[src/design/cbc_pkg.sv]
// Shared types and constants for the cartridge bank controller.
package cbc_pkg;

  localparam int unsigned AddrW    = 16;
  localparam int unsigned DataW    = 8;
  localparam int unsigned MapW     = 21;
  localparam int unsigned RomBankW = 7;
  localparam int unsigned RamBankW = 2;
  localparam int unsigned KindW    = 2;
  localparam int unsigned PaddrW   = 3;
  localparam int unsigned PdataW   = 32;

  typedef enum logic [KindW-1:0] {
    KIND_NONE = 2'd0,
    KIND_MBC1 = 2'd1,
    KIND_MBC2 = 2'd2,
    KIND_RSVD = 2'd3
  } mbc_kind_e;

  typedef enum logic [1:0] {
    TGT_DROP  = 2'd0,
    TGT_ROM   = 2'd1,
    TGT_RAM   = 2'd2,
    TGT_OTHER = 2'd3
  } target_e;

  typedef enum logic {
    OP_READ  = 1'b0,
    OP_WRITE = 1'b1
  } opcode_e;

  localparam logic [3:0] RamEnableCode  = 4'hA;
  localparam logic [3:0] RamDisableCode = 4'h0;

  typedef struct packed {
    logic [RomBankW-1:0] rom_bank;
    logic [RamBankW-1:0] ram_bank;
    logic                ram_enable;
    logic                rom_mode;
  } bank_state_t;

endpackage

[src/design/cartridge_bank_controller_core.sv]
// Top level of the cartridge bank controller: decode, mapping and result register.
// An accepted input transaction's result is in the output register from the next cycle.
// Throughput: one transaction per cycle unless stalled; output frees on the edge it is taken.
// Input stall follows only a held result that is stalled at the output.
// Reset: rom_bank 1, ram_bank 0, RAM disabled, ROM mode, mbc_kind 0, output empty.
module cartridge_bank_controller_core (
  input  logic                         clk_i,
  input  logic                         rst_ni,
  input  logic                         psel,
  input  logic                         penable,
  input  logic                         pwrite,
  input  logic [cbc_pkg::PaddrW-1:0]   paddr,
  input  logic [cbc_pkg::PdataW-1:0]   pwdata,
  output logic [cbc_pkg::PdataW-1:0]   prdata,
  output logic                         pready,
  input  logic                         in_valid_i,
  output logic                         in_stall_o,
  input  logic                         opcode_i,
  input  logic [cbc_pkg::AddrW-1:0]    bus_address_i,
  input  logic [cbc_pkg::DataW-1:0]    write_data_i,
  output logic                         out_valid_o,
  input  logic                         out_stall_i,
  output logic [1:0]                   target_o,
  output logic [cbc_pkg::MapW-1:0]     mapped_address_o,
  output logic                         ram_write_strobe_o,
  output logic [cbc_pkg::RomBankW-1:0] rom_bank_now_o,
  output logic [cbc_pkg::RamBankW-1:0] ram_bank_now_o,
  output logic                         ram_enabled_now_o
);
  import cbc_pkg::*;

  mbc_kind_e           kind_q;
  logic                cfg_wr;
  logic                accept;
  logic                bank_wr;
  logic                in_rom, in_ram;
  bank_state_t         cur, nxt;
  target_e             tgt_d, tgt_q;
  logic [MapW-1:0]     map_d, map_q;
  logic                strobe_d, strobe_q;
  bank_state_t         now_q;
  logic                valid_q;

  assign pready = 1'b1;
  assign cfg_wr = psel && penable && pwrite && pready && (paddr[PaddrW-1:2] == '0);
  assign prdata = (paddr[PaddrW-1:2] == '0) ? PdataW'(kind_q) : '0;

  always_ff @(posedge clk_i or negedge rst_ni) begin
    if (!rst_ni) begin
      kind_q <= KIND_NONE;
    end else if (cfg_wr) begin
      kind_q <= mbc_kind_e'(pwdata[KindW-1:0]);
    end
  end

  assign in_stall_o = valid_q && out_stall_i;
  assign accept     = in_valid_i && !in_stall_o;
  assign bank_wr    = accept && (opcode_i == OP_WRITE) && !bus_address_i[15];

  cbc_bank_regs u_bank_regs (
    .clk_i   (clk_i),
    .rst_ni  (rst_ni),
    .wr_en_i (bank_wr),
    .addr_i  (bus_address_i),
    .data_i  (write_data_i),
    .kind_i  (kind_q),
    .state_o (cur),
    .next_o  (nxt)
  );

  assign in_rom = (bus_address_i[15:14] == 2'b01);
  assign in_ram = (bus_address_i[15:13] == 3'b101);

  always_comb begin
    tgt_d    = TGT_OTHER;
    map_d    = MapW'(bus_address_i);
    strobe_d = 1'b0;
    if (opcode_i == OP_READ) begin
      if (in_rom) begin
        tgt_d = TGT_ROM;
        map_d = {cur.rom_bank, bus_address_i[13:0]};
      end else if (in_ram) begin
        tgt_d = TGT_RAM;
        map_d = MapW'({cur.ram_bank, bus_address_i[12:0]});
      end
    end else if (!bus_address_i[15]) begin
      tgt_d = TGT_DROP;
      map_d = '0;
    end else if (in_ram) begin
      if (cur.ram_enable) begin
        tgt_d    = TGT_RAM;
        map_d    = MapW'({cur.ram_bank, bus_address_i[12:0]});
        strobe_d = 1'b1;
      end else begin
        tgt_d = TGT_DROP;
        map_d = '0;
      end
    end
  end

  always_ff @(posedge clk_i or negedge rst_ni) begin
    if (!rst_ni) begin
      valid_q <= 1'b0;
    end else if (accept) begin
      valid_q <= 1'b1;
    end else if (!out_stall_i) begin
      valid_q <= 1'b0;
    end
  end

  always_ff @(posedge clk_i) begin
    if (accept) begin
      tgt_q    <= tgt_d;
      map_q    <= map_d;
      strobe_q <= strobe_d;
      now_q    <= nxt;
    end
  end

  assign out_valid_o        = valid_q;
  assign target_o           = tgt_q;
  assign mapped_address_o   = map_q;
  assign ram_write_strobe_o = strobe_q;
  assign rom_bank_now_o     = now_q.rom_bank;
  assign ram_bank_now_o     = now_q.ram_bank;
  assign ram_enabled_now_o  = now_q.ram_enable;

endmodule

[src/design/cbc_bank_regs.sv]
// Bank registers and their update on writes below 0x8000.
module cbc_bank_regs (
  input  logic                      clk_i,
  input  logic                      rst_ni,
  input  logic                      wr_en_i,
  input  logic [cbc_pkg::AddrW-1:0] addr_i,
  input  logic [cbc_pkg::DataW-1:0] data_i,
  input  cbc_pkg::mbc_kind_e        kind_i,
  output cbc_pkg::bank_state_t      state_o,
  output cbc_pkg::bank_state_t      next_o
);
  import cbc_pkg::*;

  bank_state_t state_q, upd, state_d;
  logic        k1, k2;

  assign k1 = (kind_i == KIND_MBC1);
  assign k2 = (kind_i == KIND_MBC2);

  always_comb begin
    upd = state_q;
    case (addr_i[14:13])
      2'd0: begin
        if ((k1 || k2) && !(k2 && addr_i[4])) begin
          if (data_i[3:0] == RamEnableCode) begin
            upd.ram_enable = 1'b1;
          end else if (data_i[3:0] == RamDisableCode) begin
            upd.ram_enable = 1'b0;
          end
        end
      end
      2'd1: begin
        if (k2) begin
          upd.rom_bank = {3'b000, data_i[3:0]};
        end else if (k1) begin
          upd.rom_bank = {state_q.rom_bank[6:5], data_i[4:0]};
        end
        if ((k1 || k2) && upd.rom_bank == '0) begin
          upd.rom_bank = RomBankW'(1);
        end
      end
      2'd2: begin
        if (k1) begin
          if (state_q.rom_mode) begin
            upd.rom_bank = {data_i[1:0], state_q.rom_bank[4:0]};
            if (upd.rom_bank == '0) begin
              upd.rom_bank = RomBankW'(1);
            end
          end else begin
            upd.ram_bank = data_i[1:0];
          end
        end
      end
      default: begin
        if (k1) begin
          upd.rom_mode = ~data_i[0];
          if (~data_i[0]) begin
            upd.ram_bank = '0;
          end
        end
      end
    endcase
  end

  assign state_d = wr_en_i ? upd : state_q;
  assign state_o = state_q;
  assign next_o  = state_d;

  always_ff @(posedge clk_i or negedge rst_ni) begin
    if (!rst_ni) begin
      state_q <= '{rom_bank: RomBankW'(1), ram_bank: '0, ram_enable: 1'b0, rom_mode: 1'b1};
    end else begin
      state_q <= state_d;
    end
  end

endmodule
[config.mk]
export PLATFORM = sky130hd
export DESIGN_NAME = cartridge_bank_controller_core
export DESIGN_NICKNAME = d
export VERILOG_FILES = /design/src/design/cbc_pkg.sv /design/src/design/cartridge_bank_controller_core.sv /design/src/design/cbc_bank_regs.sv
export SDC_FILE = /design/constraint.sdc
export NUM_CORES = 1
export LEC_CHECK = 0
export ABC_CLOCK_PERIOD_IN_PS = 3200
export BUFFER_PORTS_ARGS = -buffer_cell sky130_fd_sc_hd__buf_2
export CAP_MARGIN = 40
export CELL_PAD_IN_SITES_DETAIL_PLACEMENT = 0
export CELL_PAD_IN_SITES_GLOBAL_PLACEMENT = 1
export CORE_ASPECT_RATIO = 1.1
export CORE_UTILIZATION = 32
export DETAILED_ROUTE_END_ITERATION = 6
export PLACE_DENSITY = 0.86
export SETUP_SLACK_MARGIN = 0.1
export SYNTH_ARGS = -nofsm -noshare
export SYNTH_HDL_FRONTEND = slang
export SYNTH_SLANG_ARGS = --single-unit
[constraint.sdc]
create_clock -name clk_i -period 3.2 [get_ports clk_i]
set_clock_uncertainty 0.15 [all_clocks]
set_input_delay 0.16 -clock clk_i [delete_from_list [all_inputs] [get_ports clk_i]]
set_output_delay 0.16 -clock clk_i [all_outputs]
set_load 0.1 [all_outputs]
==> metrics.md <==
| Metric | Value |
|---|---|
| Status | `complete, but fails checks` |
| Failing checks | `design-rule violations` |
| First-pass GRT wire length | `7500 µm` |
| Synth top area cells | `edfxtp_1, dfrtp_1, buf_4` |
| Slew at the pin closest to its max-slew limit | `0.543 ns` |
| Number of global-route vias before repair | `1592` |
| Area growth from synthesis to layout | `25.9%` |
| Cell area after technology mapping | `2390 µm²` |
| Register bit total from synthesis | `48` |
| Ys flop type | `edfxtp_1` |
| Starting density of the core | `0.335` |
| Post-synth top area share | `0.428` |
| Clock tree from TritonCTS | `yes` |
| Final RePlAce weighted congestion | `approximately 0.8` |
| Number of setup buffers added after CTS | `0` |
| Power Density | `~630 nW/µm²` |
| Average routed wire per standard cell | `12.4 µm` |
| Final wirelength | `about 4700 µm` |
| Antenna Violating Nets Remaining | `0` |
| Data required time of the worst path | `roughly 3 ns` |
| Min Clock Period, post-route | `~2.0 ns` |
| Signal arrival time at the worst endpoint | `between 1.5 and 2 ns` |
| Count of input and output buffers | `69` |
| Maximum number of pins on one net before global-route repair | `35` |
| Syn avg cell area | `11.7 µm²` |
| Timing-limited maximum frequency | `0.490 GHz` |
| Number of nets at the end of the flow | `368` |
| Leading area contributor after synthesis | `edfxtp_1` |
| Critical path fanouts, max | `7` |
| Via count | `1719` |
| Fin util | `0.422` |
| Clock Tree Buf Depth | `2` |
| Diodes inserted | `0` |
| Detail-routed via count per cell | `4.52` |
| Yosys warning count | `0` |
| Layout cells sized above 1 | `0.288` |
| Portion of the clock cycle consumed by the worst path in the final layout | `0.638` |
| Count of boundary I/O pins | `136` |
| First-pass iteration count of the detailed router | `7` |
| Kind of critical path | `reg2reg` |
| Site Rows | `32` |
| Sum of negative setup slack | `0 ns` |
| Ranking of synthesized cells by instance count | `edfxtp_1, buf_4, and2_1` |
| Max-capacitance violation count | `0` |
| Total setup violations reported at the end of the flow | `0` |
| Hold_ws | `0.0280 ns` |
| CTS H-Tree Depth | `2` |
| Horizontal die dimension | `84.3 µm` |
| Clock transition at the registers of the reported paths | `roughly 0.09 ns` |
| Drc violations | `12` |
| Crit path launch type | `register` |
| Grt ovf | `0` |
| Type of element capturing the critical path | `register` |
| Relative max-transition margin | `0.635` |
| Layout fillers | `665` |
| Sinks on Clock Net | `48` |
| Latest clock arrival within the worst-skew pair | `0.30 ns` |
| Vertical die dimension | `~93 µm` |
| Distinct cell type count after synthesis | `41` |
| Final slew viol count | `0` |
| Post-Syn Instances | `roughly 200` |
| Share of the yosys chip area belonging to registers | `0.576` |
| Max IR drop VDD | `0.270 mV` |
| Overall Global Routing Usage | `0.123` |
| Class of the tightest hold or removal check | `in2reg` |
| Core area | `7130 µm²` |
| Unrepaired setup endpoints after global routing | `no` |
| Iteration-0 DRC count of the detailed router | `approximately 120` |
| Number of synthesized flops with an enable pin | `34` |
| Fraction of registers with async set or reset after synthesis | `0.292` |
| Static leakage power | `1.31 nW` |
| Number of buffers created by CTS | `5` |
| Total Die Area | `7810 µm²` |
| Total count of hold-check failures in the final report | `0` |
| Most used standard cell by instance count after synthesis | `edfxtp_1` |
| Antenna violations before repair | `0` |
| DP Wirelength | `3420 µm` |
| Resized cells post-CTS | `0` |
| Root cell of the clock tree | `clkbuf_8` |
-- state kept, by name (all words and copies together), names as in the netlist, 2 cells and up --
name                 count
ram_bank_now_o           2
mapped_address_o        21
rom_bank_now_o           7
target_o                 2
u_bank_regs.state_o     11
kind_q                   2
-- cell usage in the layout, fill, tap and decap left out, types with 2 or more instances in the layout --
cell	instances
buf_2	69
edfxtp_1	34
conb_1	31
and2_1	19
dlygate4sd3_1	18
nand2_1	13
dfrtp_1	12
inv_1	11
nor2_1	11
o21ai_0	10
ha_1	7
a22o_1	6
nand3_1	5
clkbuf_8	5
a21oi_1	4
nand2b_1	3
o2bb2ai_1	3
mux2_2	3
mux2i_1	2
a31oi_1	2
nand4_1	2
nor3_1	2
dfstp_2	2
-- layer usage --
metal	GRT usage	wire [µm]	share of wire	up-vias
met5	0	0	0	-
met4	0.0282	42	0.0089	0
met3	0.0455	447	0.095	6
met2	0.202	2060	0.44	101
met1	0.156	2150	0.46	773
li1	-	-	-	839
-- power breakdown --
part           internal (mW)  switching, mW
clock network          0.235          0.205
registers              0.741         0.0383
logic                  0.130          0.539
total                   1.11          0.782
-- per-stage QoR --
step / power, mW / setup WS (ns) / cells / instance area (µm²)
2_1_floorplan: 1.37 / 0.389 / 233 / 2500
4_1_cts: 1.90 / 1.15 / 378 / 2980
3_3_place_gp: 1.44 / 1.17 / 354 / 2710
3_5_place_dp: 1.44 / 1.16 / 354 / 2710
6_report: 1.89 / 1.16 / 380 / 3000
5_1_grt: 1.97 / 1.03 / 380 / 3000
-- critical path: stages (launching register included) --
cell     delay (ns)
dfrtp_1        0.41
inv_1          0.08
ha_1           0.28
nor2_1         0.20
mux2_2         0.35
a41oi_1        0.18
o22ai_1        0.13
-- logic make-up (layout without fill, tap and decap cells) --
kind of cell	after synthesis	count (layout)	share of synthesized area
simple gates	63	63	0.141
fa+ha+maj	7	7	0.0367
mux	5	5	0.0225
compound gates	34	34	0.0981
buf+inv	45	107	0.123
flops	48	48	0.576
other cells	2	31	0.00315
-- path summary, 6_finish.rpt --
check                                    endpoint                   start  slack, ns  depth (start not counted)
setup / recovery                rom_bank_now_o[0]               kind_q[0]       1.16                          6
hold / removal                mapped_address_o[4]        bus_address_i[4]       0.03                          2
setup reg to reg                rom_bank_now_o[0]               kind_q[0]       1.16                          6
hold reg to reg            u_bank_regs.state_o[0]  u_bank_regs.state_o[0]       0.35                          2
max in group asynchronous  u_bank_regs.state_o[4]                  rst_ni       2.46                          2
min in group asynchronous               kind_q[0]                  rst_ni       0.13                          2
-- cell type report --
| type | count | area, µm² | area share |
|---|---|---|---|
| Tap cell | 85 | 106 | 0.0354 |
| Inverter | 11 | 41.3 | 0.0137 |
| Clock inverter | 3 | 46.3 | 0.0154 |
| Multi-Input combinational cell | 140 | 835 | 0.278 |
| Timing Repair Buffer | 88 | 533 | 0.177 |
| Clock buffer | 5 | 68.8 | 0.0229 |
| Sequential cell | 48 | 1370 | 0.457 |
-- repair_timing --
action                     CTS  global route
setup endpoints to repair    0             0
hold buffers                16             2
hold endpoints to repair    28             2
Power figures use the tool's default switching activity.
